===== src/tds_pkg.sv =====
// ----------------------------------------------------------------------------
// tds_pkg
// shared types, constants and fixed-point helpers of the tridiagonal solver
// ----------------------------------------------------------------------------
package tds_pkg;

	localparam int MAX_ROWS  = 64;
	localparam int IDX_W     = $clog2(MAX_ROWS);
	localparam int CNT_W     = IDX_W + 1;
	localparam int Q_DEPTH   = 2;
	localparam int Q_PTR_W   = (Q_DEPTH > 1) ? $clog2(Q_DEPTH) : 1;
	localparam int Q_CNT_W   = $clog2(Q_DEPTH + 1);
	localparam int DIV_RADIX_BITS = 2;
	localparam int DIV_DVD_W = 48;
	localparam int DIV_STEPS = DIV_DVD_W / DIV_RADIX_BITS;
	localparam int DIV_CNT_W = $clog2(DIV_STEPS + 1);

	localparam logic signed [31:0] Q_MAX = 32'sh7fffffff;
	localparam logic signed [31:0] Q_MIN = 32'sh80000000;
	localparam logic signed [63:0] W_MAX = 64'sd2147483647;
	localparam logic signed [63:0] W_MIN = -64'sd2147483648;

	// one row word after classification by the front end
	typedef struct packed {
		logic signed [31:0] sub_diag;
		logic signed [31:0] main_diag;
		logic signed [31:0] super_diag;
		logic signed [31:0] rhs;
		logic               last_row;
		logic [IDX_W-1:0]   idx;
		logic               first;
		logic               over;
	} row_t;

	typedef struct packed {
		logic               start;
		logic signed [31:0] num;
		logic signed [31:0] den;
	} div_req_t;

	typedef struct packed {
		logic               done;
		logic               busy;
		logic signed [31:0] quo;
		logic               ovf;
	} div_rsp_t;

	typedef enum logic [3:0] {
		ST_IDLE,
		ST_EDIV,
		ST_EMUL1,
		ST_EMUL2,
		ST_ESUB,
		ST_BSTART,
		ST_BDIV,
		ST_BOUT,
		ST_BRD,
		ST_BMUL,
		ST_BSUB,
		ST_BDST
	} back_state_t;

	// saturate to 32 bits, msb of result is the overflow flag
	function automatic logic [32:0] sat_to_q(input logic signed [63:0] v);
		logic [32:0] res;
		if (v > W_MAX) begin
			res = {1'b1, Q_MAX};
		end else if (v < W_MIN) begin
			res = {1'b1, Q_MIN};
		end else begin
			res = {1'b0, v[31:0]};
		end
		return res;
	endfunction

	// q16.16 product rescale, truncating toward zero
	function automatic logic [32:0] qscale(input logic signed [63:0] p);
		logic signed [63:0] s;
		s = p >>> 16;
		if (p[63] && (p[15:0] != 16'd0)) begin
			s = s + 64'sd1;
		end
		return sat_to_q(s);
	endfunction

	function automatic logic [32:0] sub_sat(input logic signed [31:0] a,
		input logic signed [31:0] b);
		logic signed [63:0] d;
		d = 64'(a) - 64'(b);
		return sat_to_q(d);
	endfunction

endpackage


===== src/tds_div.sv =====
// ----------------------------------------------------------------------------
// tds_div
// iterative q16.16 divider, two quotient bits a cycle, saturating
// ----------------------------------------------------------------------------
module tds_div (
	input  logic               clk,
	input  logic               arst_n,
	input  tds_pkg::div_req_t  req,
	output tds_pkg::div_rsp_t  rsp
);
	import tds_pkg::*;

	logic                 busy_q;
	logic                 done_q;
	logic [DIV_CNT_W-1:0] cnt_q;
	logic [31:0]          rem_q;
	logic [DIV_DVD_W-1:0] dvd_q;
	logic [31:0]          dmag_q;
	logic                 neg_q;
	logic signed [31:0]   quo_q;
	logic                 ovf_q;

	logic [31:0]          rem_n;
	logic [DIV_DVD_W-1:0] dvd_n;
	logic [32:0]          trial;
	logic [31:0]          nmag;
	logic [31:0]          dmag;

	assign nmag = req.num[31] ? (~req.num + 32'd1) : req.num;
	assign dmag = req.den[31] ? (~req.den + 32'd1) : req.den;

	// restoring steps
	always_comb begin
		rem_n = rem_q;
		dvd_n = dvd_q;
		trial = '0;
		for (int k = 0; k < DIV_RADIX_BITS; k++) begin
			trial = {rem_n, dvd_n[DIV_DVD_W-1]};
			dvd_n = {dvd_n[DIV_DVD_W-2:0], 1'b0};
			if (trial >= {1'b0, dmag_q}) begin
				trial    = trial - {1'b0, dmag_q};
				dvd_n[0] = 1'b1;
			end
			rem_n = trial[31:0];
		end
	end

	always_ff @(posedge clk or negedge arst_n) begin
		if (!arst_n) begin
			busy_q <= 1'b0;
			done_q <= 1'b0;
			cnt_q  <= '0;
		end else begin
			done_q <= 1'b0;
			if (req.start) begin
				if (req.den == '0) begin
					done_q <= 1'b1;
				end else begin
					busy_q <= 1'b1;
					cnt_q  <= DIV_CNT_W'(DIV_STEPS);
				end
			end else if (busy_q) begin
				cnt_q <= cnt_q - DIV_CNT_W'(1);
				if (cnt_q == DIV_CNT_W'(1)) begin
					busy_q <= 1'b0;
					done_q <= 1'b1;
				end
			end
		end
	end

	always_ff @(posedge clk) begin
		if (req.start) begin
			rem_q  <= '0;
			dvd_q  <= {nmag, 16'd0};
			dmag_q <= dmag;
			neg_q  <= req.num[31] ^ req.den[31];
			if (req.den == '0) begin
				quo_q <= req.num[31] ? Q_MIN : Q_MAX;
				ovf_q <= 1'b1;
			end
		end else if (busy_q) begin
			rem_q <= rem_n;
			dvd_q <= dvd_n;
			if (cnt_q == DIV_CNT_W'(1)) begin
				if (neg_q) begin
					if (dvd_n > DIV_DVD_W'(33'h080000000)) begin
						quo_q <= Q_MIN;
						ovf_q <= 1'b1;
					end else begin
						quo_q <= ~dvd_n[31:0] + 32'd1;
						ovf_q <= 1'b0;
					end
				end else begin
					if (dvd_n > DIV_DVD_W'(33'h07fffffff)) begin
						quo_q <= Q_MAX;
						ovf_q <= 1'b1;
					end else begin
						quo_q <= dvd_n[31:0];
						ovf_q <= 1'b0;
					end
				end
			end
		end
	end

	always_comb begin
		rsp.done = done_q;
		rsp.busy = busy_q;
		rsp.quo  = quo_q;
		rsp.ovf  = ovf_q;
	end

	a_no_restart: assert property (@(posedge clk) disable iff (!arst_n)
		req.start |-> !busy_q) else $error("divider started while busy");

endmodule


===== config.mk =====
export PLATFORM = sky130hd
export DESIGN_NAME = tds_div
export DESIGN_NICKNAME = d
export VERILOG_FILES = /design/src/tds_pkg.sv /design/src/tds_div.sv
export SDC_FILE = /design/constraint.sdc
export NUM_CORES = 1
export LEC_CHECK = 0
export ABC_AREA = 1
export BUFFER_PORTS_ARGS = -buffer_cell sky130_fd_sc_hd__buf_2
export CORE_ASPECT_RATIO = 0.75
export CORE_MARGIN = 1
export CORE_UTILIZATION = 57
export DETAILED_ROUTE_END_ITERATION = 8
export PLACE_DENSITY = 0.77
export SYNTH_ARGS = -nofsm -noshare
export SYNTH_HDL_FRONTEND = slang
export SYNTH_SLANG_ARGS = --single-unit
export TNS_END_PERCENT = 100

===== constraint.sdc =====
create_clock -name clk -period 7.6 [get_ports clk]
set_input_delay 1.14 -clock clk [delete_from_list [all_inputs] [get_ports clk]]
set_output_delay 1.14 -clock clk [all_outputs]
set_load 0.1 [all_outputs]

==> summary.md <==
| Metric | Value |
|---|---|
| Outcome | `finished, final reports clean` |
| Die ar. | `roughly 0.022 mm²` |
| Vias in the first global route | `approximately 11k` |
| Syn Std Cell Area | `roughly 0.012 mm²` |
| Via count | `12.35k` |
| Worst setup margin | `~910 ps` |
| Dpl hpwl | `28770 µm` |
| Hold Violations, Final | `0` |
| Worst clock skew | `15.35 ps` |
| Seq/Total Area, Yosys | `roughly a third` |
| Post-route DRC | `0` |
| Worst path arrival time | `approximately 7000 ps` |
| Min Clock Period, post-route | `6689 ps` |
| H-tree depth | `4` |
| Drt first-iter violations | `between 1.5k and 2k` |
| Power share of the clock group | `between 10% and 20%` |
| Total Power | `approximately 5.4 mW` |
| N_diodes | `0` |
| Post-place setup slack | `between 1000 and 1500 ps` |
| Critical Path Slowest Stage Cell | `nor4_1` |
| First-pass GRT wire length | `roughly 60000 µm` |
| Layout cell share with drive strength beyond 1 | `a little under an eighth` |
| CP most frequent cell | `nand2_1` |
| CP Class | `reg -> reg` |
| Core area | `between 0.02 and 0.025 mm²` |
| Clock latency at the later pin of the worst-skew pair | `440 ps` |
| Dpl cell area | `about 0.013 mm²` |
| Largest net degree at the start of global routing | `between 40 and 50` |
| CTS hold repair buffers | `0` |
| DR pass1 iterations | `8` |
| Final setup vio count | `0` |
| Post-CTS Resized | `0` |
| Worst setup path start | `dmag_q[15]$_DFFE_PP_` |
| IO Pins | `102` |
| Ys async rst share | `under 10%` |
| Slew Limit Fails | `0` |
| Internal power | `2.665 mW` |
| EDFF count, synth | `98` |
| PwrDens | `around 400 mW/mm²` |
| Required @ worst endpoint | `between 7000 and 8000 ps` |
| Final net count | `~2k` |
| Peak Freq | `~0.15 GHz` |
| Ys flop type | `edfxtp_1` |
| CP Max Fanout | `21` |
| RSZ-0062 raised after global routing | `false` |
| Combinational share of power | `a little over three fifths` |
| Clock Pin Slew Worst Setup and Hold Paths | `about 80 ps` |
| Gr usage total | `34.47%` |
| Post-CTS setup repair buffer count | `0` |
| Clock root buffer | `clkbuf_16` |
| Slew @ Worst Pin | `approximately 1200 ps` |
| ANT nets after route | `0` |
| HP Class | `reg -> reg` |
| Sw Share | `~51%` |
| Slew HR | `about 23%` |
| Unique masters post-synth | `60` |
| Crit. End Element | `register` |
| Setup TNS | `0 ps` |
| Most common cell after layout, fill and taps aside | `nand2_1` |
| Global route overflow | `0` |
| Lkg Pwr | `about 6 nW` |
| #FFs+latches synth | `between 150 and 200` |
| CTS Buffer Depth | `2` |
| Avg Vias per Cell | `between 5 and 6` |
| Worst flop-to-flop path endpoint | `quo_q[6]$_DFFE_PP_` |
| Peak VDD IR | `between 0.15 and 0.2 mV` |
| Most frequent cells in the layout | `nand2_1 (384), inv_1 (239), nor2_1 (158)` |
| Startpoint Class | `register` |
| YS warnings | `0` |
| Syn_nets | `between 1.5k and 2k` |
| Die Height | `approximately 130 µm` |
| Switch Pwr | `~2.7 mW` |
| Clock sink count | `153` |
| # rows | `46` |
| FILL cells | `roughly 2.0k` |
| Initial Utilization | `58.12%` |
| WL final | `37580 µm` |
| CTS Buf Count | `17` |
| FF-to-FF setup slack | `just over 900 ps` |
| Crit share post-route | `between 80% and 90%` |
| Sequential share of power | `about a fifth` |
| Die width | `around 170 µm` |
| Mapped Avg Cell Area | `7.111 µm²` |
| Max_cap viols | `0` |
| IO buf count | `approximately 100` |
| Worst Setup EP | `quo_q[6]$_DFFE_PP_` |
| Final Cell Area | `0.01364 mm²` |
| CP max stage delay | `460 ps` |
| R2R cell count | `37` |
| Antenna violations before repair | `1` |
| Cells after Synth | `1731` |
| Routed wire length per instance | `17.78 µm` |
| CTS tree | `done` |
| Layout area overhead | `10.84%` |
| Crit Reg-Reg Startpoint | `dmag_q[15]$_DFFE_PP_` |
| GPL Wtd Cong | `0.9990` |
layer usage:
| layer | up-vias | share of wire, % | global-route usage, % |
|---|---|---|---|
| li1 | 5967 | - | - |
| met1 | 5661 | 46 | 52.26 |
| met2 | 673 | 40 | 47.75 |
| met3 | 48 | 13 | 9.530 |
| met4 | 0 | 1.2 | 7.983 |
| met5 | - | 0 | 0 |
how the worst min path moves through the flow:
stage                      startpoint                     end  slack (ps)  depth (start not counted)
6_report          dvd_q[46]$_DFFE_PP_   rem_q[0]$_SDFFE_PP0P_         490                          2
5_1_grt        rem_q[23]$_SDFFE_PP0P_  rem_q[23]$_SDFFE_PP0P_         520                          2
4_1_cts           dvd_q[46]$_DFFE_PP_   rem_q[0]$_SDFFE_PP0P_         490                          2
3_3_place_gp      dvd_q[46]$_DFFE_PP_   rem_q[0]$_SDFFE_PP0P_         470                          2
3_5_place_dp      dvd_q[46]$_DFFE_PP_   rem_q[0]$_SDFFE_PP0P_         480                          2
2_1_floorplan  rem_q[23]$_SDFFE_PP0P_  rem_q[23]$_SDFFE_PP0P_         450                          2
power groups by stage:
| stage | Sequential [mW] | Combinational, mW | Clock (mW) |
|---|---|---|---|
| finish | 1.14 | 3.39 | 0.884 |
| global route | 1.15 | 3.74 | 0.920 |
| CTS | 1.13 | 3.29 | 0.886 |
| detailed placement | 1.15 | 3.26 | 0 |
| global placement | 1.14 | 3.26 | 0 |
| floorplan | 1.11 | 2.45 | 0 |
synth_stat cells, drive strengths merged, types with 4 or more instances:
| master | n | area [µm²] |
|---|---|---|
| o211ai | 12 | 90.09 |
| o221ai | 10 | 87.58 |
| a31oi | 8 | 50.05 |
| o22ai | 29 | 181.4 |
| or2 | 13 | 81.33 |
| nor2 | 172 | 688.2 |
| inv | 243 | 912.1 |
| ha | 70 | 875.8 |
| o21bai | 11 | 82.58 |
| nand4 | 23 | 150.1 |
| nand3b | 4 | 30.03 |
| xnor2 | 34 | 297.8 |
| nand3 | 94 | 508.0 |
| clkbuf | 32 | 120.1 |
| a21oi | 156 | 784.5 |
| buf | 17 | 110.1 |
| nor4 | 11 | 75.07 |
| dfxtp | 48 | 960.9 |
| o21ai | 115 | 579.3 |
| nor3 | 40 | 240.2 |
| dfrtp | 7 | 175.2 |
| xor2 | 55 | 481.7 |
| nand2 | 396 | 1521 |
| a21o | 4 | 30.03 |
| edfxtp | 98 | 2943 |
flip-flops by register name, indices dropped and copies added (netlist names):
signal  flops
busy_q      1
cnt_q       5
dmag_q     32
done_q      1
dvd_q      48
neg_q       1
ovf_q       1
quo_q      32
rem_q      32
critical path, delay by kind of cell (launching register included):
kind,cells,cell delay (ps)
simple gates,23,3470
fa+ha+maj,3,950
flops,1,330
buf+inv,8,1360
compound gates,3,390
cells by family (layout without fill, tap and decap cells):
logic type	count (synthesis)	in the layout	share of synthesized area [%]
AOI/OAI and AO/OA	363	363	16.57
xor gates and xnor gates	89	89	6.333
adders and majority gates	72	72	7.441
buffers and inverters	294	389	9.351
DFF	153	153	33.14
muxes	1	1	0.08132
and+or+nand+nor	759	759	27.09
per-stage QoR:
step | cells | utilization [%] | hold WS (ps)
CTS | 2114 | 64.41 | 488.6
global placement | 2082 | 61.57 | 472.0
detailed placement | 2082 | 61.57 | 479.7
global route | 2114 | 64.41 | 522.8
finish | 2114 | 64.41 | 485.9
floorplan | 1731 | - | 448.9
layout make-up:
class | count | area, µm² | area share, %
well taps | 288 | 360.3 | 2.641
repair buffers | 112 | 588.1 | 4.310
clock buffers | 18 | 450.4 | 3.302
inverters | 245 | 920.9 | 6.750
clock inverters | 14 | 151.4 | 1.110
multi-input cells | 1284 | 7093 | 51.99
flip-flops and latches | 153 | 4079 | 29.90
No activity file was read; power rests on OpenSTA's default activity.
