==> src/tds_pkg.sv <==
// ----------------------------------------------------------------------------
// tds_pkg
// shared types, constants and fixed-point helpers of the tridiagonal solver
// ----------------------------------------------------------------------------
package tds_pkg;

	localparam int MAX_ROWS  = 64;
	localparam int IDX_W     = $clog2(MAX_ROWS);
	localparam int CNT_W     = IDX_W + 1;
	localparam int Q_DEPTH   = 2;
	localparam int Q_PTR_W   = (Q_DEPTH > 1) ? $clog2(Q_DEPTH) : 1;
	localparam int Q_CNT_W   = $clog2(Q_DEPTH + 1);
	localparam int DIV_RADIX_BITS = 2;
	localparam int DIV_DVD_W = 48;
	localparam int DIV_STEPS = DIV_DVD_W / DIV_RADIX_BITS;
	localparam int DIV_CNT_W = $clog2(DIV_STEPS + 1);

	localparam logic signed [31:0] Q_MAX = 32'sh7fffffff;
	localparam logic signed [31:0] Q_MIN = 32'sh80000000;
	localparam logic signed [63:0] W_MAX = 64'sd2147483647;
	localparam logic signed [63:0] W_MIN = -64'sd2147483648;

	// one row word after classification by the front end
	typedef struct packed {
		logic signed [31:0] sub_diag;
		logic signed [31:0] main_diag;
		logic signed [31:0] super_diag;
		logic signed [31:0] rhs;
		logic               last_row;
		logic [IDX_W-1:0]   idx;
		logic               first;
		logic               over;
	} row_t;

	typedef struct packed {
		logic               start;
		logic signed [31:0] num;
		logic signed [31:0] den;
	} div_req_t;

	typedef struct packed {
		logic               done;
		logic               busy;
		logic signed [31:0] quo;
		logic               ovf;
	} div_rsp_t;

	typedef enum logic [3:0] {
		ST_IDLE,
		ST_EDIV,
		ST_EMUL1,
		ST_EMUL2,
		ST_ESUB,
		ST_BSTART,
		ST_BDIV,
		ST_BOUT,
		ST_BRD,
		ST_BMUL,
		ST_BSUB,
		ST_BDST
	} back_state_t;

	// saturate to 32 bits, msb of result is the overflow flag
	function automatic logic [32:0] sat_to_q(input logic signed [63:0] v);
		logic [32:0] res;
		if (v > W_MAX) begin
			res = {1'b1, Q_MAX};
		end else if (v < W_MIN) begin
			res = {1'b1, Q_MIN};
		end else begin
			res = {1'b0, v[31:0]};
		end
		return res;
	endfunction

	// q16.16 product rescale, truncating toward zero
	function automatic logic [32:0] qscale(input logic signed [63:0] p);
		logic signed [63:0] s;
		s = p >>> 16;
		if (p[63] && (p[15:0] != 16'd0)) begin
			s = s + 64'sd1;
		end
		return sat_to_q(s);
	endfunction

	function automatic logic [32:0] sub_sat(input logic signed [31:0] a,
		input logic signed [31:0] b);
		logic signed [63:0] d;
		d = 64'(a) - 64'(b);
		return sat_to_q(d);
	endfunction

endpackage

==> src/tds_front.sv <==
// ----------------------------------------------------------------------------
// tds_front
// accepts row words, numbers them and flags first and overflow rows
// ----------------------------------------------------------------------------
module tds_front (
	input  logic               clk,
	input  logic               arst_n,
	input  logic               in_valid,
	output logic               in_stall,
	input  logic signed [31:0] sub_diag,
	input  logic signed [31:0] main_diag,
	input  logic signed [31:0] super_diag,
	input  logic signed [31:0] rhs,
	input  logic               last_row,
	input  logic               q_full,
	output logic               push,
	output tds_pkg::row_t      item
);
	import tds_pkg::*;

	logic [CNT_W-1:0] cnt_q;
	logic             over;

	assign in_stall = q_full;
	assign push     = in_valid && !q_full;
	assign over     = (cnt_q == CNT_W'(MAX_ROWS));

	always_comb begin
		item.sub_diag   = sub_diag;
		item.main_diag  = main_diag;
		item.super_diag = super_diag;
		item.rhs        = rhs;
		item.last_row   = last_row;
		item.idx        = cnt_q[IDX_W-1:0];
		item.first      = (cnt_q == '0);
		item.over       = over;
	end

	always_ff @(posedge clk or negedge arst_n) begin
		if (!arst_n) begin
			cnt_q <= '0;
		end else if (push) begin
			if (last_row) begin
				cnt_q <= '0;
			end else if (!over) begin
				cnt_q <= cnt_q + CNT_W'(1);
			end
		end
	end

endmodule

==> config.mk <==
export PLATFORM = sky130hd
export DESIGN_NAME = tds_front
export DESIGN_NICKNAME = d
export VERILOG_FILES = /design/src/tds_pkg.sv /design/src/tds_front.sv
export SDC_FILE = /design/constraint.sdc
export NUM_CORES = 1
export LEC_CHECK = 0
export ABC_AREA = 1
export BUFFER_PORTS_ARGS = -buffer_cell sky130_fd_sc_hd__buf_4
export CORE_AREA = 4 4 103 105
export DETAILED_ROUTE_END_ITERATION = 6
export DIE_AREA = 0 0 107 109
export GPL_TIMING_DRIVEN = 0
export REMOVE_ABC_BUFFERS = 1
export SETUP_SLACK_MARGIN = 0.5
export SLEW_MARGIN = 20
export SYNTH_ARGS = -nofsm -noshare
export SYNTH_HDL_FRONTEND = slang
export SYNTH_SLANG_ARGS = --single-unit
==> constraint.sdc <==
create_clock -name clk -period 1.3 [get_ports clk]
set_input_delay 0.13 -clock clk [delete_from_list [all_inputs] [get_ports clk]]
set_output_delay 0.13 -clock clk [all_outputs]
set_load 0.005 [all_outputs]
==> impl_metrics.yaml, run 1 <==
sta:
  post-route-period-util_pct: 104
  worst_slew_pin_slew_ps: 197
  grt_setup_unrepaired: "yes"
  fmax_mhz: 741
  hold_viol: 0
  min_period_ps: 1350
  setup_viol: 2
  finalMaxSlewViolations: 0
  fin_skew_ps: 0.672
  setup_ws_ps: -49.5
  relSlewSlack_pct: 86.7
  hold_ws_ps: 236
worst_setup_path:
  crit_top_cell: "inv_2"
  critPathMaxFanout: 2
  crit_arrival_ps: 1220
  r2r_start: "cnt_q[0]$_DFFE_PN0P_"
  crit_family: "flip-flops"
  crit_buf_inv: 3
  critical_path.max_stage_delay_ps: 390
  crit_start: "cnt_q[0]$_DFFE_PN0P_"
  worst_setup_path_end_kind: "output pin"
  worstPathRequired_ps: 1170
  worstPathCellList: "inv_2 > ha_4 > nand2_4 > nor2_4 > nand2_2 > inv_2 > buf_6"
  path_class: "reg2out"
  critPathLaunchType: "flip-flop"
  critPathSlowestCell: "dfrtp_1"
cells_and_area:
  drive_above_1_share_pct: 54.5
  synthToLayoutAreaGrowth_pct: -34.1
  diodes: 0
  fin_nets: 237
  top_regs: "cnt_q x7"
  regMostFlops: "cnt_q"
  largest_reg_flops: 7
  postLayoutCellArea_um2: 1040
routing:
  drtIter0Drc: 87
  wl_per_cell_um: 81.2
  via_per_inst: 4.12
  drc: 0
  wirelength_um: 19000
  route.vias.total: 963
  first_pass_iters: 4
  drtAntennaViolNets: 0
logic_synthesis:
  synth-async-reset-ratio_pct: 100
  postSynthCellCount: 209
  avgSynthCellArea_um2: 7.54
  ys.flop_type: "dfrtp_1"
  yosys_warnings: 0
  ys_ff_latch: 7
  synth_edf_count: 0
  synth_seq_area_share_pct: 11.1
  syn-cell-area_um2: 1580
  synth_cell_types: 21
clock_network:
  cts_buffers: 3
  clock-root-buffer: "clkbuf_8"
  htreeDepth: 1
  cts_tree: "yes"
  clock_latency_ps: 230
  clockBufferDepth: 2
  cts_num_sinks: 7
  clkSlewWorstSetupHoldPaths_ps: 40
floorplan:
  core_um2: 9640
  rows: 36
  initial_core_util_pct: 16.3
  die_w_um: 107
  boundaryPins: 272
  die-area_um2: 11700
  die_height_um: 109
global_route:
  grt_overflow_total: 0
  grt_max_degree: 8
  grt_pass1_vias: 907
  groute.usage.overall_pct: 31.4
  grt_pass1_wl_um: 20700
  antenna_found_initial: 0
placement:
  placed_area_um2: 815
  pre_cts_ws_ps: -148
  io_buffer_count: 15
  place.gp.congestion: 1.11
  hpwl_um: 18000
pwr:
  p_leak_nw: 0.454
  powerDensity_nw_per_um2: 840
  ir_worst_vdd_v: 0.000223
min_path:
  min_from: "last_row"
  hp-class: "in2reg"
outcome:
  status: "finished with violations"
  violations: "negative setup slack"
run:
  drv_cap: 0
## placed cells by master (no fill, tap or decap), drive strengths merged
cell and count:
nand2 29, buf 25, inv 11, dfrtp 7
nand3 7, nor2 6, nand4 4, clkbuf 4
ha 2, nor4 1, clkinv 1, o21ai 1
xor2 1, nor3 1, dlygate4sd3 1
## power breakdown
group / switching, mW / internal, mW / total, mW / leakage (nW)
registers: 0.0145 / 0.235 / 0.249 / 0.0922
clock network: 0.0993 / 0.213 / 0.312 / 0.0228
logic: 0.156 / 0.156 / 0.311 / 0.339
## worst min-delay path, stage by stage
cell and delay, ps:
buf_4 110, nor3_1 50, nand3_1 80, nand2_1 50
## worst paths after layout
path | cells after the start | end | slack [ps]
max in group asynchronous | 2 | cnt_q[3]$_DFFE_PN0P_ | 890
min in group asynchronous | 2 | cnt_q[4]$_DFFE_PN0P_ | 270
worst max register to register | 10 | cnt_q[3]$_DFFE_PN0P_ | 0
worst min-delay path | 4 | cnt_q[2]$_DFFE_PN0P_ | 240
worst max-delay path | 7 | item[0] | -50
worst min register to register | 3 | cnt_q[0]$_DFFE_PN0P_ | 590
## what timing repair did
action,4_1_cts,5_1_grt
hold endpoints to repair,7,0
hold buffers,1,0
resized for setup,15,11
endpoints found under the setup margin,15,15
pin swaps,5,3
buffers inserted,9,1
## metal layers
metal	GRT usage, %	vias to the layer above	part of all wire [%]
met5	3.57	-	0.21
met4	18.8	2	7.2
li1	-	283	-
met1	4.61	362	5.9
met2	66.3	258	60
met3	41.9	58	27
## through the flow
stage / std cells / TNS [ps] / util (%) / total power, mW
3_5_place_dp: 219 / -357 / 8.45 / 0.454
3_3_place_gp: 219 / -454 / 8.45 / 0.454
4_1_cts: 233 / -82.9 / 10.3 / 0.851
6_report: 234 / -61.7 / 10.8 / 0.873
2_1_floorplan: 71 / 0 / - / 0.362
5_1_grt: 234 / -498 / 10.8 / 0.913
## Yosys cell counts (2+ instances only)
cell / number / area, um^2
buf_4: 137 / 1030
nand2_1: 25 / 93.8
inv_1: 8 / 30.0
dfrtp_1: 7 / 175
nand3_1: 4 / 20.0
nand4_1: 4 / 25.0
inv_2: 3 / 11.3
nor2_1: 3 / 11.3
ha_1: 2 / 25.0
nand2_2: 2 / 12.5
nand2_4: 2 / 22.5
nand3_2: 2 / 20.0
nor2_4: 2 / 22.5
## logic make-up after synthesis
kind of cell	share of synthesized area (%)
AO/OA/AOI/OAI	0.317
XOR/XNOR	0.556
adder cells (fa/ha/maj)	1.59
buffers and inverters	68.9
flip-flops	11.1
AND/OR/NAND/NOR	17.6
## layout make-up
class | count | area [um^2]
clock buffer | 4 | 45.0
fill | 1139 | 8600
inverter | 12 | 45.0
multi-input combinational | 52 | 377
sequential | 7 | 178
tap | 133 | 166
timing repair buffer | 26 | 228
No activity file was read; power rests on OpenSTA's default activity.
==> run 2: changes to the inputs <==
==> constraint.sdc (replaced) <==
create_clock -name clk -period 1.3 [get_ports clk]
set_input_delay 0.065 -clock clk [delete_from_list [all_inputs] [get_ports clk]]
set_output_delay 0.065 -clock clk [all_outputs]
set_load 0.005 [all_outputs]
==> impl_metrics.yaml, run 2 (same netlist as run 1, synthesis figures left out) <==
outcome:
  status: "finished clean"
worst_setup_path:
  r2r_cells: 9
  critPathMaxFanout: 3
  worst_setup_path_end_kind: "output pin"
  crit_top_cell: "inv_2"
  crit_arrival_ps: 1220
  path_class: "reg2out"
  worstPathRequired_ps: 1240
  critPathLaunchType: "flip-flop"
  crit_start: "cnt_q[0]$_DFFE_PN0P_"
  r2r_start: "cnt_q[0]$_DFFE_PN0P_"
  rrSetupSlack_ps: 30
  cp-endpoint: "item[0]"
  r2r_end: "cnt_q[4]$_DFFE_PN0P_"
  critical_path.max_stage_delay_ps: 390
  critPathSlowestCell: "dfrtp_1"
  worstPathCellList: "inv_2 > ha_4 > nand2_4 > nor2_4 > nand2_2 > inv_2 > buf_6"
global_route:
  grt_pass1_vias: 930
  grt_pass1_wl_um: 20800
  antenna_found_initial: 0
  grt_max_degree: 8
  groute.usage.overall_pct: 31.4
  grt_overflow_total: 0
clock_network:
  cts_buffers: 3
  cts_num_sinks: 7
  htreeDepth: 1
  clkSlewWorstSetupHoldPaths_ps: 40
  clockBufferDepth: 2
  clock_latency_ps: 230
  cts_tree: "yes"
  clock-root-buffer: "clkbuf_8"
routing:
  wirelength_um: 18900
  drc: 0
  route.vias.total: 981
  drtAntennaViolNets: 0
  via_per_inst: 4.21
  drtIter0Drc: 92
  first_pass_iters: 4
  wl_per_cell_um: 81.0
sta:
  relSlewSlack_pct: 86.5
  worst_slew_pin_slew_ps: 200
  fin_skew_ps: 0.911
  finalMaxSlewViolations: 0
  fmax_mhz: 776
  min_period_ps: 1290
  hold_ws_ps: 130
  fin_tns_setup_ps: 0
  setup_ws_ps: 11.8
  grt_setup_unrepaired: "yes"
  post-route-period-util_pct: 99.1
  setup_viol: 0
  hold_viol: 0
placement:
  hpwl_um: 18000
  place.gp.congestion: 1.11
  dp.cells: 219
  placed_area_um2: 815
  pre_cts_ws_ps: -82.5
  io_buffer_count: 15
pwr:
  p_clk_share_pct: 36.3
  total_power_mw: 0.853
  power_frac_seq_pct: 29.4
  powerDensity_nw_per_um2: 852
  p_int_mw: 0.594
  p_comb_share_pct: 34.3
  sw_frac_of_total_pct: 30.3
  switchingPower_mw: 0.259
  ir_worst_vdd_v: 0.000223
  p_leak_nw: 0.443
cells_and_area:
  diodes: 0
  top_regs: "cnt_q x7"
  fin_cells: 233
  synthToLayoutAreaGrowth_pct: -36.4
  fillers: 1137
  final_common_cell: "nand2_1"
  fin_util_pct: 10.4
  largest_reg_flops: 7
  regMostFlops: "cnt_q"
  drive_above_1_share_pct: 49.0
  fin_nets: 236
  final_cell_mix: "nand2_1 (25), buf_4 (18), inv_2 (7), buf_6 (6), dfrtp_1 (5)"
  postLayoutCellArea_um2: 1000
floorplan:
  die_height_um: 109
  core_um2: 9640
  initial_core_util_pct: 16.3
  die_w_um: 107
  die-area_um2: 11700
  rows: 36
  boundaryPins: 272
min_path:
  hp-class: "in2out"
  min_from: "main_diag[22]"
run:
  drv_cap: 0
==> run 2: changes by cell type in the layout (fill, tap and decap cells not counted), sizes merged <==
cell and change:
buf -1
==> run 2: area by class of cell <==
| type | count | area [um^2] | area share (%) |
|---|---|---|---|
| clock buffers | 4 | 45.0 | 4.49 |
| inverters | 12 | 45.0 | 4.49 |
| multi-input cells | 52 | 355 | 35.5 |
| flip-flops and latches | 7 | 178 | 17.7 |
| well taps | 133 | 166 | 16.6 |
| repair buffers | 25 | 213 | 21.2 |
==> run 2: per-layer routing <==
| metal | up-vias | global-route usage (%) | part of all wire, % |
|---|---|---|---|
| li1 | 280 | - | - |
| met1 | 359 | 4.61 | 5.7 |
| met2 | 274 | 64.7 | 58 |
| met3 | 68 | 42.4 | 28 |
| met4 | 0 | 21.7 | 9.1 |
| met5 | - | 0 | 0 |
==> run 2: how the worst min path moves through the flow <==
stage	to	depth (start not counted)
floorplan	cnt_q[0]$_DFFE_PN0P_	0
global placement	cnt_q[1]$_DFFE_PN0P_	1
detailed placement	cnt_q[1]$_DFFE_PN0P_	1
CTS	item[95]	0
global route	item[95]	0
finish	item[95]	0
==> run 2: worst max-delay path: cells and delay by family (launching register included) <==
family	cells	cell delay [ps]
and+or+nand+nor	3	250
DFF	1	390
adders and majority gates	1	140
buffers and inverters	3	220
==> run 2: power groups by stage <==
| stage | combinational [mW] | clock [mW] | sequential [mW] |
|---|---|---|---|
| floorplan | 0.101 | 0 | 0.261 |
| global placement | 0.188 | 0 | 0.266 |
| detailed placement | 0.189 | 0 | 0.266 |
| CTS | 0.282 | 0.314 | 0.249 |
| global route | 0.321 | 0.322 | 0.252 |
| finish | 0.293 | 0.310 | 0.251 |
==> run 2: what timing repair did <==
action | in CTS | in global routing
setup buffers | 9 | 0
endpoints found under the setup margin | 15 | 15
hold buffers | 1 | 0
gates cloned | 0 | 0
pin swaps | 5 | 3
gates resized for setup | 13 | 5
hold endpoints to repair | 7 | 0
==> run 3: changes to the inputs <==
--- a/config.mk
+++ b/config.mk
@@ -8,6 +8,7 @@
 export ABC_AREA = 1
 export BUFFER_PORTS_ARGS = -buffer_cell sky130_fd_sc_hd__buf_4
 export CORE_AREA = 4 4 103 105
+export CTS_BUF_LIST = sky130_fd_sc_hd__clkbuf_16
 export DETAILED_ROUTE_END_ITERATION = 6
 export DIE_AREA = 0 0 107 109
 export GPL_TIMING_DRIVEN = 0
==> impl_metrics.yaml, run 3 (same netlist as run 1, synthesis figures left out) <==
outcome:
  status: "finished clean"
sta:
  finalMaxSlewViolations: 0
  setup_viol: 0
  grt_setup_unrepaired: "yes"
  relSlewSlack_pct: 86.5
  fmax_mhz: 774
  worst_slew_pin_slew_ps: 201
  setup_ws_ps: 8.69
  fin_skew_ps: 1.37
  min_period_ps: 1290
  hold_viol: 0
  post-route-period-util_pct: 99.3
  hold_ws_ps: 130
clock_network:
  cts_buffers: 3
  clockBufferDepth: 2
  clock-root-buffer: "clkbuf_16"
  htreeDepth: 1
  clock_latency_ps: 230
  cts_num_sinks: 7
  clkSlewWorstSetupHoldPaths_ps: 40
  cts_tree: "yes"
floorplan:
  rows: 36
  die_height_um: 109
  die-area_um2: 11700
  initial_core_util_pct: 16.3
  boundaryPins: 272
  die_w_um: 107
  core_um2: 9640
pwr:
  ir_worst_vdd_v: 0.000270
  p_leak_nw: 0.462
  powerDensity_nw_per_um2: 1030
worst_setup_path:
  critPathLaunchType: "flip-flop"
  crit_arrival_ps: 1230
  worst_setup_path_end_kind: "output pin"
  worstPathRequired_ps: 1240
  critPathMaxFanout: 3
  r2r_start: "cnt_q[0]$_DFFE_PN0P_"
  crit_start: "cnt_q[0]$_DFFE_PN0P_"
  path_class: "reg2out"
min_path:
  hp-class: "in2out"
  min_from: "main_diag[22]"
routing:
  drc: 0
  drtAntennaViolNets: 0
  highest_layer: "met4"
  drtIter0Drc: 98
  wirelength_um: 18900
  first_pass_iters: 4
  route.vias.total: 964
  wl_per_cell_um: 80.9
  via_per_inst: 4.14
  met3_length_um: 5180
  wl_met2_um: 11000
  met1_length_um: 1090
cells_and_area:
  largest_reg_flops: 7
  fin_nets: 236
  final_common_cell: "nand2_1"
  top_regs: "cnt_q x7"
  fillers: 1135
  regMostFlops: "cnt_q"
  ff_latch_area_um2: 178
  synthToLayoutAreaGrowth_pct: -34.2
  postLayoutCellArea_um2: 1040
  diodes: 0
  drive_above_1_share_pct: 49.0
  final_cell_mix: "nand2_1 (25), buf_4 (18), inv_2 (7), buf_6 (6)"
  fin_util_pct: 10.7
  multi_input_area_um2: 355
global_route:
  grt_pass1_vias: 919
  antenna_found_initial: 0
  grt_overflow_total: 0
  grt_pass1_wl_um: 20700
  grt_max_degree: 8
  groute.usage.overall_pct: 31.4
run:
  drv_cap: 0
placement:
  placed_area_um2: 815
  place.gp.congestion: 1.11
  pre_cts_ws_ps: -82.5
  hpwl_um: 18000
  io_buffer_count: 15
## run 3: changes by cell type in the layout (fill, tap and decap cells not counted), sizes merged
cell and change:
inv +1, clkbuf -1
## run 3: worst paths after layout
check / endpoint / slack [ps] / depth (start not counted)
max: item[0] / 9 / 7
min reg2reg: cnt_q[6]$_DFFE_PN0P_ / 590 / 2
max in group asynchronous: cnt_q[2]$_DFFE_PN0P_ / 950 / 2
max reg2reg: cnt_q[4]$_DFFE_PN0P_ / 30 / 9
min in group asynchronous: cnt_q[5]$_DFFE_PN0P_ / 210 / 2
min: item[95] / 130 / 0
## run 3: repair_timing
action | 4_1_cts | 5_1_grt
pin swaps | 5 | 3
hold buffers | 1 | 0
gates cloned | 0 | 0
hold endpoints to repair | 7 | 0
setup endpoints to repair | 15 | 15
setup buffers | 9 | 0
gates resized for setup | 13 | 5
## run 3: area by class of cell
cell class	instances	share of cell area (%)
inverter	12	4.35
tap	133	16.1
clock inverter	1	0.362
clock buffer	3	7.25
sequential	7	17.1
multi-input combinational	52	34.3
timing repair buffer	25	20.5
## run 3: layer usage
metal | vias up | global-route usage (%)
li1 | 280 | -
met1 | 352 | 4.68
met2 | 272 | 64.3
met3 | 60 | 42.6
met4 | 0 | 22.5
met5 | - | 0
## run 3: through the flow
stage	setup TNS, ps	std cells	power [mW]
2_1_floorplan	0	71	0.362
3_3_place_gp	-382	219	0.454
3_5_place_dp	-292	219	0.454
4_1_cts	0	233	1.05
5_1_grt	-247	233	1.11
6_report	0	233	1.07
## run 3: critical path: stages (launching register included)
cell and delay [ps]:
dfrtp_1 390, inv_2 80, ha_4 140, nand2_4 60, nor2_4 100, nand2_2 90, inv_2 60, buf_6 80
## run 3: power by group
group | total (mW) | internal (mW) | switching, mW
combinational | 0.293 | 0.147 | 0.146
clock | 0.524 | 0.401 | 0.123
sequential | 0.251 | 0.235 | 0.0163
total | 1.07 | 0.783 | 0.286
