**src/tds_pkg.sv**
```systemverilog
// ----------------------------------------------------------------------------
// tds_pkg
// shared types, constants and fixed-point helpers of the tridiagonal solver
// ----------------------------------------------------------------------------
package tds_pkg;

	localparam int MAX_ROWS  = 64;
	localparam int IDX_W     = $clog2(MAX_ROWS);
	localparam int CNT_W     = IDX_W + 1;
	localparam int Q_DEPTH   = 2;
	localparam int Q_PTR_W   = (Q_DEPTH > 1) ? $clog2(Q_DEPTH) : 1;
	localparam int Q_CNT_W   = $clog2(Q_DEPTH + 1);
	localparam int DIV_RADIX_BITS = 2;
	localparam int DIV_DVD_W = 48;
	localparam int DIV_STEPS = DIV_DVD_W / DIV_RADIX_BITS;
	localparam int DIV_CNT_W = $clog2(DIV_STEPS + 1);

	localparam logic signed [31:0] Q_MAX = 32'sh7fffffff;
	localparam logic signed [31:0] Q_MIN = 32'sh80000000;
	localparam logic signed [63:0] W_MAX = 64'sd2147483647;
	localparam logic signed [63:0] W_MIN = -64'sd2147483648;

	// one row word after classification by the front end
	typedef struct packed {
		logic signed [31:0] sub_diag;
		logic signed [31:0] main_diag;
		logic signed [31:0] super_diag;
		logic signed [31:0] rhs;
		logic               last_row;
		logic [IDX_W-1:0]   idx;
		logic               first;
		logic               over;
	} row_t;

	typedef struct packed {
		logic               start;
		logic signed [31:0] num;
		logic signed [31:0] den;
	} div_req_t;

	typedef struct packed {
		logic               done;
		logic               busy;
		logic signed [31:0] quo;
		logic               ovf;
	} div_rsp_t;

	typedef enum logic [3:0] {
		ST_IDLE,
		ST_EDIV,
		ST_EMUL1,
		ST_EMUL2,
		ST_ESUB,
		ST_BSTART,
		ST_BDIV,
		ST_BOUT,
		ST_BRD,
		ST_BMUL,
		ST_BSUB,
		ST_BDST
	} back_state_t;

	// saturate to 32 bits, msb of result is the overflow flag
	function automatic logic [32:0] sat_to_q(input logic signed [63:0] v);
		logic [32:0] res;
		if (v > W_MAX) begin
			res = {1'b1, Q_MAX};
		end else if (v < W_MIN) begin
			res = {1'b1, Q_MIN};
		end else begin
			res = {1'b0, v[31:0]};
		end
		return res;
	endfunction

	// q16.16 product rescale, truncating toward zero
	function automatic logic [32:0] qscale(input logic signed [63:0] p);
		logic signed [63:0] s;
		s = p >>> 16;
		if (p[63] && (p[15:0] != 16'd0)) begin
			s = s + 64'sd1;
		end
		return sat_to_q(s);
	endfunction

	function automatic logic [32:0] sub_sat(input logic signed [31:0] a,
		input logic signed [31:0] b);
		logic signed [63:0] d;
		d = 64'(a) - 64'(b);
		return sat_to_q(d);
	endfunction

endpackage

```
**src/tds_queue.sv**
```systemverilog
// ----------------------------------------------------------------------------
// tds_queue
// short fifo of classified rows between front and back end
// ----------------------------------------------------------------------------
module tds_queue (
	input  logic          clk,
	input  logic          arst_n,
	input  logic          push,
	input  tds_pkg::row_t push_item,
	output logic          full,
	input  logic          pop,
	output logic          not_empty,
	output tds_pkg::row_t head
);
	import tds_pkg::*;

	row_t               slot_q [Q_DEPTH];
	logic [Q_PTR_W-1:0] wr_q;
	logic [Q_PTR_W-1:0] rd_q;
	logic [Q_CNT_W-1:0] cnt_q;
	logic               do_pop;

	assign full      = (cnt_q == Q_CNT_W'(Q_DEPTH));
	assign not_empty = (cnt_q != '0);
	assign head      = slot_q[rd_q];
	assign do_pop    = pop && not_empty;

	always_ff @(posedge clk) begin
		if (push) begin
			slot_q[wr_q] <= push_item;
		end
	end

	always_ff @(posedge clk or negedge arst_n) begin
		if (!arst_n) begin
			wr_q  <= '0;
			rd_q  <= '0;
			cnt_q <= '0;
		end else begin
			if (push) begin
				wr_q <= (wr_q == Q_PTR_W'(Q_DEPTH - 1)) ? '0 : wr_q + Q_PTR_W'(1);
			end
			if (do_pop) begin
				rd_q <= (rd_q == Q_PTR_W'(Q_DEPTH - 1)) ? '0 : rd_q + Q_PTR_W'(1);
			end
			unique case ({push, do_pop})
				2'b10:   cnt_q <= cnt_q + Q_CNT_W'(1);
				2'b01:   cnt_q <= cnt_q - Q_CNT_W'(1);
				default: cnt_q <= cnt_q;
			endcase
		end
	end

	a_no_overfill: assert property (@(posedge clk) disable iff (!arst_n)
		cnt_q <= Q_CNT_W'(Q_DEPTH)) else $error("queue count beyond depth");

endmodule

```
**config.mk**
```make
export PLATFORM = sky130hd
export DESIGN_NAME = tds_queue
export DESIGN_NICKNAME = d
export VERILOG_FILES = /design/src/tds_pkg.sv /design/src/tds_queue.sv
export SDC_FILE = /design/constraint.sdc
export NUM_CORES = 1
export LEC_CHECK = 0
export ABC_AREA = 1
export BUFFER_PORTS_ARGS = -buffer_cell sky130_fd_sc_hd__clkbuf_2
export CORE_MARGIN = 3
export CORE_UTILIZATION = 30
export CTS_CLUSTER_DIAMETER = 40
export DETAILED_ROUTE_END_ITERATION = 6
export GPL_ROUTABILITY_DRIVEN = 0
export MAX_ROUTING_LAYER = met4
export PLACE_DENSITY = 0.57
export SLEW_MARGIN = 10
export SYNTH_ARGS = -nofsm -noshare
export SYNTH_HDL_FRONTEND = slang
export SYNTH_SLANG_ARGS = --single-unit
```
**constraint.sdc**
```tcl
create_clock -name clk -period 9 [get_ports clk]
set_input_delay 0.9 -clock clk [delete_from_list [all_inputs] [get_ports clk]]
set_output_delay 0.9 -clock clk [all_outputs]
set_load 0.1 [all_outputs]
```
==> results of run 1 <==
==> registers in the layout, summed over array words and instances, names as in the netlist <==
signal  count
wr_q        1
slot_q    274
rd_q        1
cnt_q       2
==> layer usage <==
metal | vias up | track usage (%)
met1 | 2921 | 15.6
li1 | 3134 | -
met3 | 36 | 5.51
met5 | - | -
met4 | 0 | 4.15
met2 | 267 | 19.2
==> metrics by stage <==
step / cell area, um2 / setup slack (ps) / cells / util [%] / hold WS, ps
2_1_floorplan: 10200 / 1670 / 744 / - / 442
3_3_place_gp: 12000 / 5080 / 1440 / 36.4 / 453
3_5_place_dp: 12000 / 5030 / 1440 / 36.4 / 462
4_1_cts: 13400 / 4460 / 1517 / 40.8 / 154
5_1_grt: 13400 / 4280 / 1519 / 40.8 / 161
6_report: 13400 / 4520 / 1519 / 40.8 / 183
==> final timing paths <==
| check | endpoint | from | slack [ps] | cells past startpoint |
|---|---|---|---|---|
| max in group asynchronous | rd_q$_DFFE_PN0P_ | arst_n | 8670 | 1 |
| hold reg to reg | cnt_q[1]$_DFFE_PN0P_ | cnt_q[1]$_DFFE_PN0P_ | 470 | 2 |
| min in group clk | cnt_q[1]$_DFFE_PN0P_ | cnt_q[1]$_DFFE_PN0P_ | 470 | 2 |
| setup / recovery | head[44] | rd_q$_DFFE_PN0P_ | 4520 | 5 |
| setup reg to reg | slot_q[0][67]$_DFFE_PP_ | wr_q$_DFFE_PN0P_ | 6370 | 3 |
| hold / removal | cnt_q[1]$_DFFE_PN0P_ | arst_n | 180 | 1 |
==> cell usage after synthesis <==
cell      count
nand2_1     420
edfxtp_1    274
buf_2        16
buf_4        13
inv_1         7
dfrtp_1       4
nand3_1       2
nor2_1        2
clkbuf_1      1
ha_1          1
inv_2         1
nand4_1       1
xnor2_1       1
xor2_1        1
==> final cells by class <==
type                            instances  area, um2
Antenna cell                            2       5.00
Clock buffer                           45       1130
Clock inverter                         32        315
Fill cell                            3090      19500
Inverter                                8       37.5
Multi-Input combinational cell        428       1640
Sequential cell                       278       8330
Tap cell                              442        553
Timing Repair Buffer                  284       1430
==> kinds of logic (layout without fill, tap and decap cells) <==
logic type	Yosys count	in the layout	share of synthesized area (%)
simple gates	425	425	15.7
flops	278	278	81.9
buf+inv	38	369	2.08
xor+xnor	2	2	0.172
fa+ha+maj	1	1	0.123
other cells	0	2	0
==> results.yml, run 1 <==
status:
  run_status: "complete, no violations"
timing:
  finalClockSkew_ps: 9.64
  tightest_slew_ps: 1070
  finalCritPeriodShare_pct: 49.8
  setup_viol_count_final: 0
  rsz0062_at_grt: "false"
  period_minus_slack_ps: 4480
  relSlewSlack_pct: 28.5
  setup_tns_ps: 0
  max_freq_ghz: 0.223
  hold_violations: 0
  slew_violations: 0
clock_tree:
  root_buffer: "clkbuf_16"
  htreeDepth: 2
  cts_hold_buf: 0
  clk_pin_slew_ps: 50
  clockBufferDepth: 3
  postCtsResizedCells: 0
  clock_latency_ps: 510
  cts_tree: "built"
  cts.sinks: 278
  cts_made_buffers: 42
  post-cts-setup-buffers: 0
yosys:
  ys_seq_area_share_pct: 81.9
  synth_top_area_share_pct: 80.9
  syn_nets: 886
  synth.area.top_cells: "edfxtp_1 81%, nand2_1 16%, dfrtp_1 0.98%, buf_4 0.96%, buf_2 0.79%"
  ys_warn_count: 0
  syn_area_um2: 10200
  yosysUniqueCellTypes: 14
  ys_ff_latch: 278
  synth_area_per_cell_um2: 13.7
  synth_top_area_cell: "edfxtp_1"
  netlist_instances: 744
global_route:
  grt_start_max_net_pins: 76
  grt-ovfl-total: 0
  grtUsageTotal_pct: 12.8
  antenna_found_initial: 2
  grt_pass1_wl_mm: 34.7
  grt_pass1_vias: 6316
die:
  die_y_um: 190
  dieArea_um2: 36100
  rows: 66
  start_util_pct: 30.9
  die_w_um: 190
  coreArea_um2: 32900
  num_io_pins: 280
critical_path:
  worst_setup_path_end_kind: "output port"
  crit_fanout: 73
  worstPathRequired_ps: 8100
  max_stage_delay_ps: 760
  path_buf_inv: 3
  slowest_stage: "dfrtp_4"
  crit_chain: "inv_4 -> buf_4 -> nand2_1 -> nand2_1 -> clkbuf_2"
  critical_path.top_delay_family: "buffers and inverters"
  crit_top_cell: "nand2_1"
  critPathLaunchType: "flip-flop"
  worstPathArrival_ps: 3580
  crit_type: "reg2out"
routing:
  via_count: 6358
  met1_length_mm: 9.71
  drtAntennaViolNets: 0
  routed_wl_mm: 23.3
  wl_per_cell_um: 15.3
  top_layer: "met4"
  drc: 0
  wl_met3_mm: 2.51
  dr.pass1.iters: 4
  dr.first_iter.drc_count: 330
  wl_met2_mm: 10.6
  vias_per_cell: 4.19
placement:
  portBuffers: 279
  hpwl_mm: 14.7
layout:
  layout.nets: 1184
  areaGrowthSynthToFinish_pct: 32.2
  final_common_cell: "nand2_1"
  layout-drive-gt1-share_pct: 33.8
  final_cell_mix: "420 x nand2_1, 279 x clkbuf_2, 274 x edfxtp_1"
flow_run:
  max-cap-violations: 0
worst_hold_path:
  hp-class: "in2async"
Power of run 1 is not shown: default switching activity piles up to over one toggle a cycle in this logic, so the estimate is an artifact.
==> inputs of run 2 (changes only) <==
--- a/config.mk
+++ b/config.mk
@@ -5,7 +5,7 @@
 export SDC_FILE = /design/constraint.sdc
 export NUM_CORES = 1
 export LEC_CHECK = 0
-export ABC_AREA = 1
+export ABC_AREA = 0
 export BUFFER_PORTS_ARGS = -buffer_cell sky130_fd_sc_hd__clkbuf_2
 export CORE_MARGIN = 3
 export CORE_UTILIZATION = 30
@@ -13,7 +13,7 @@
 export DETAILED_ROUTE_END_ITERATION = 6
 export GPL_ROUTABILITY_DRIVEN = 0
 export MAX_ROUTING_LAYER = met4
-export PLACE_DENSITY = 0.57
+export PLACE_DENSITY = 0.59
 export SLEW_MARGIN = 10
 export SYNTH_ARGS = -nofsm -noshare
 export SYNTH_HDL_FRONTEND = slang
==> constraint.sdc (replaced) <==
create_clock -name clk -period 3.9 [get_ports clk]
set_input_delay 0.39 -clock clk [delete_from_list [all_inputs] [get_ports clk]]
set_output_delay 0.39 -clock clk [all_outputs]
set_load 0.1 [all_outputs]
==> run 2 against run 1 <==
Compared with the run above:
- register-to-register slack got worse by 4300 ps
- non-clock buffer count rose by 1
- first-iteration DRC count fell by 42%
- wire length fell by 11%
- synthesized cell count fell by 40%
- sequential share of layout area rose by 0.42 points
- worst hold slack got worse by 130 ps
- count of clock-buffer cells in the layout fell by 2
==> results.yml, run 2 <==
routing:
  wl_per_cell_um: 16.9
  vias_per_cell: 4.18
  drtAntennaViolNets: 0
  via_count: 5137
  dr.first_iter.drc_count: 192
  dr.pass1.iters: 6
  drc: 0
  routed_wl_mm: 20.7
die:
  rows: 66
  dieArea_um2: 36000
  start_util_pct: 30.8
  coreArea_um2: 32900
  die_y_um: 190
  die_w_um: 190
  num_io_pins: 280
layout:
  layout.nets: 898
  regMostFlops: "slot_q"
  final_cell_mix: "279 x clkbuf_2, 274 x edfxtp_1, 137 x mux2_2"
  regArea_um2: 8330
  fill_cells: 3074
  final_common_cell: "clkbuf_2"
  areaGrowthSynthToFinish_pct: 31.8
  multi_input_area_um2: 1640
  top_regs: "slot_q (274), cnt_q (2)"
  layout-drive-gt1-share_pct: 62.7
  largest_register_ffs: 274
yosys:
  synth_top_area_cell: "edfxtp_1"
  syn_area_um2: 10100
  synth_area_per_cell_um2: 22.9
  yosys.cell_count.top_type: "edfxtp_1"
  postSynth.asyncResetShare_pct: 1.44
  yosysUniqueCellTypes: 14
  ys_seq_area_share_pct: 82.2
  ys_ff_latch: 278
  synth.area.top_cells: "edfxtp_1 81%, mux2_2 15%, buf_6 1.6%, dfrtp_1 0.99%, xor2_1 0.26%"
  netlist_instances: 443
  yosys-top-cells-count: "274 x edfxtp_1, 137 x mux2_2, 14 x buf_6"
  ys_warn_count: 0
  ys.flop_type: "edfxtp_1"
  synth-edff-count: 274
  syn_nets: 585
  synth_top_area_share_pct: 81.2
clock_tree:
  clockBufferDepth: 3
  cts.sinks: 278
  clk_pin_slew_ps: 50
  cts_made_buffers: 41
  root_buffer: "clkbuf_16"
  clock_latency_ps: 520
  htreeDepth: 2
  cts_tree: "built"
  postCtsResizedCells: 0
critical_path:
  crit_type: "reg2out"
  crit_fanout: 135
  r2r_start: "wr_q$_DFFE_PN0P_"
  worstSetupStartpoint: "rd_q$_DFFE_PN0P_"
  critPathLaunchType: "flip-flop"
  worst_setup_path_end_kind: "output port"
  worstPathRequired_ps: 3510
  worstPathArrival_ps: 2440
timing:
  setup_tns_ps: 0
  setup_viol_count_final: 0
  max_freq_ghz: 0.353
  relSlewSlack_pct: 37.9
  slew_violations: 0
  rsz0062_at_grt: "false"
  hold_violations: 0
  period_minus_slack_ps: 2830
  finalCritPeriodShare_pct: 72.5
  tightest_slew_ps: 931
  finalClockSkew_ps: 7.52
global_route:
  grt_pass1_wl_mm: 31.1
  grt_pass1_vias: 5614
  grt_start_max_net_pins: 136
  grtUsageTotal_pct: 11.6
  grt-ovfl-total: 0
  antenna_found_initial: 1
placement:
  portBuffers: 279
  hpwl_mm: 13.3
status:
  run_status: "complete, no violations"
worst_hold_path:
  min_from: "push_item[41]"
  hp-class: "in2reg"
flow_run:
  max-cap-violations: 0
==> run 2: cell types whose count changed after synthesis, moves of 2 or more <==
cell and change:
nand3_1 -2, nand2_1 -420, inv_1 -6, mux2_2 +137, buf_2 -15, buf_6 +14, buf_4 -13, xor2_1 +2
==> run 2: cell families after synthesis <==
group | count (synthesis) | synth area share (%)
XOR/XNOR | 5 | 0.432
multiplexers | 137 | 15.2
flip-flops | 278 | 82.2
buffers and inverters | 16 | 1.64
AND/OR/NAND/NOR | 6 | 0.346
adder cells (fa/ha/maj) | 1 | 0.124
==> run 2: stage by stage <==
step | cells | util [%] | hold slack [ps] | setup slack [ps] | area [um2]
6_report | 1228 | 40.6 | 54.7 | 1070 | 13300
5_1_grt | 1228 | 40.6 | 16.0 | 957 | 13300
4_1_cts | 1227 | 40.6 | 13.8 | 1010 | 13300
3_5_place_dp | 1154 | 36.5 | 206 | 1590 | 12000
3_3_place_gp | 1154 | 36.5 | 211 | 1600 | 12000
2_1_floorplan | 443 | - | 94.4 | 1020 | 10100
==> run 2: final timing paths <==
check	to	slack [ps]	cells after the start
worst max-delay path	head[67]	1070	3
worst min-delay path	slot_q[0][41]$_DFFE_PP_	50	1
worst max register to register	slot_q[1][27]$_DFFE_PP_	2060	2
worst min register to register	cnt_q[1]$_DFFE_PN0P_	480	1
max in group asynchronous	rd_q$_DFFE_PN0P_	3510	2
min in group asynchronous	rd_q$_DFFE_PN0P_	240	2
==> run 2: area by class of cell <==
type	instances	share of cell area (%)
flip-flops and latches	278	62.4
multi-input cells	149	12.3
repair buffers	285	11.1
clock buffers	43	7.74
well taps	442	4.14
clock inverters	29	2.24
inverters	1	0.0281
diodes	1	0.0187
==> run 2: repair_timing <==
| item | in CTS | in global routing |
|---|---|---|
| endpoints found under the hold margin | 4 | 0 |
| setup endpoints to repair | 0 | 0 |
| buffers inserted | 0 | 0 |
| hold buffers | 1 | 0 |
==> run 2: metal layers <==
layer  share of wire (%)  track usage [%]  vias to the layer above  routed length [um]
met5                   0                -                        -                   0
met3                 9.0             4.63                       50                1870
li1                    -                -                     2409                   -
met1                  40             13.1                     2493                8310
met2                  48             18.4                      185                9950
met4                 2.9             4.55                        0                 612
==> run 2: critical path, cell delays in order, from the launching register on <==
cell and delay (ps):
dfrtp_4 440, buf_12 560, mux2_2 440, clkbuf_2 380
Power of run 2 is left out for the same reason.
==> inputs of run 3 (changes only) <==
--- a/config.mk
+++ b/config.mk
@@ -13,7 +13,7 @@
 export DETAILED_ROUTE_END_ITERATION = 6
 export GPL_ROUTABILITY_DRIVEN = 0
 export MAX_ROUTING_LAYER = met4
-export PLACE_DENSITY = 0.59
+export PLACE_DENSITY = 0.57
 export SLEW_MARGIN = 10
 export SYNTH_ARGS = -nofsm -noshare
 export SYNTH_HDL_FRONTEND = slang
==> constraint.sdc (replaced) <==
create_clock -name clk -period 2.76 [get_ports clk]
set_input_delay 0.276 -clock clk [delete_from_list [all_inputs] [get_ports clk]]
set_output_delay 0.276 -clock clk [all_outputs]
set_load 0.1 [all_outputs]
==> run 3 against run 2 <==
Compared with the run above:
- wire length up 5.8%
- global-route usage is 0.76 points higher
- critical path depth unchanged
- first-iteration DRC count grew 22%
- clock skew rose by 1.3 ps
- critical path type unchanged
- via count rose by 12%
==> results.yml, run 3 (synthesis gave the netlist of run 2 again) <==
routing:
  drtAntennaViolNets: 0
  vias_per_cell: 4.18
  wl_met2_mm: 10.9
  wl_per_cell_um: 16.0
  drc: 0
  wl_met3_mm: 1.43
  via_count: 5749
  dr.pass1.iters: 5
  dr.first_iter.drc_count: 235
  routed_wl_mm: 21.9
  met1_length_mm: 9.02
  top_layer: "met4"
clock_tree:
  clock_latency_ps: 510
  postCtsResizedCells: 0
  cts_made_buffers: 43
  root_buffer: "clkbuf_16"
  clk_pin_slew_ps: 50
  post-cts-setup-buffers: 0
  cts_tree: "built"
  htreeDepth: 2
  cts_hold_buf: 139
  cts.sinks: 278
  clockBufferDepth: 3
critical_path:
  worstPathArrival_ps: 2320
  critPathLaunchType: "flip-flop"
  slowest_stage: "dfrtp_4"
  crit_type: "reg2out"
  path_buf_inv: 2
  worstPathRequired_ps: 2480
  reg2reg_setup_slack_ps: 1130
  max_stage_delay_ps: 660
  worstSetupStartpoint: "rd_q$_DFFE_PN0P_"
  critical_path.top_delay_family: "buffers and inverters"
  r2r_start: "wr_q$_DFFE_PN0P_"
  crit_fanout: 48
  crit_chain: "buf_12 -> mux2_2 -> clkbuf_2"
  worst_setup_path_end_kind: "output port"
layout:
  top_regs: "slot_q (274), cnt_q (2)"
  layout-drive-gt1-share_pct: 53.2
  finalCoreUtilization_pct: 45.0
  fill_cells: 2964
  layout.nets: 1041
  final_cell_mix: "279 x clkbuf_2, 274 x edfxtp_1, 139 x dlygate4sd3_1"
  areaGrowthSynthToFinish_pct: 46.0
  regMostFlops: "slot_q"
  largest_register_ffs: 274
  final_common_cell: "clkbuf_2"
  final_cell_area_um2: 14800
worst_hold_path:
  hp-class: "in2reg"
  min_from: "pop"
timing:
  hold_violations: 0
  slew_violations: 0
  setup_viol_count_final: 0
  rsz0062_at_grt: "false"
  relSlewSlack_pct: 61.5
  finalClockSkew_ps: 8.85
  finalCritPeriodShare_pct: 94.1
  tightest_slew_ps: 581
  period_minus_slack_ps: 2600
  max_freq_ghz: 0.385
global_route:
  grt_pass1_wl_mm: 33.8
  grt-ovfl-total: 0
  grtUsageTotal_pct: 12.3
  antenna_found_initial: 1
  grt_pass1_vias: 6201
  grt_start_max_net_pins: 83
placement:
  portBuffers: 279
  placed_area_um2: 12100
  hpwl_mm: 13.6
die:
  die_w_um: 190
  num_io_pins: 280
  coreArea_um2: 32900
  dieArea_um2: 36000
  start_util_pct: 30.8
  rows: 66
  die_y_um: 190
flow_run:
  max-cap-violations: 0
status:
  run_status: "complete, no violations"
[run 3: cell types whose count changed in the layout (fill, tap and decap cells not counted), sizes merged]
cell and change:
dlygate4sd3 +138, bufinv -3, clkinvlp +4, clkbuf +6, buf +3, clkinv -3, inv +1
[run 3: final cells by class]
cell class / instances / area, um2 / area share (%)
Sequential cell: 278 / 8330 / 56.3
Timing Repair Buffer: 426 / 2920 / 19.8
Multi-Input combinational cell: 149 / 1640 / 11.1
Clock buffer: 49 / 1140 / 7.72
Tap cell: 442 / 553 / 3.74
Clock inverter: 28 / 191 / 1.29
Inverter: 1 / 3.75 / 0.0254
Antenna cell: 1 / 2.50 / 0.0169
[run 3: per-stage QoR]
step                      instances  TNS [ps]  setup WS (ps)  hold WS (ps)
final                          1374         0            163          96.8
after global placement         1157         0            669          99.8
after CTS                      1373         0            108          71.4
after detailed placement       1157         0            677           101
after floorplan                 443    -13040          -95.2         -19.6
after global routing           1374         0           62.7          88.0
[run 3: final timing paths]
| path | cells after the start | endpoint |
|---|---|---|
| setup / recovery | 3 | head[133] |
| hold / removal | 3 | rd_q$_DFFE_PN0P_ |
| setup reg to reg | 2 | slot_q[1][65]$_DFFE_PP_ |
| hold reg to reg | 1 | cnt_q[1]$_DFFE_PN0P_ |
| max in group asynchronous | 2 | rd_q$_DFFE_PN0P_ |
| min in group asynchronous | 2 | rd_q$_DFFE_PN0P_ |
[run 3: per-layer routing]
metal	GRT usage (%)	vias to the layer above
met2	20.5	211
met3	3.37	53
li1	-	2704
met1	14.5	2781
met5	-	-
met4	4.15	0
[run 3: tightest hold or removal path, delay by kind of cell]
kind                   cells  cell delay [ps]
XOR/XNOR                   1               70
buffers and inverters      1               80
AND/OR/NAND/NOR            1              140
Power of run 3 is left out for the same reason.
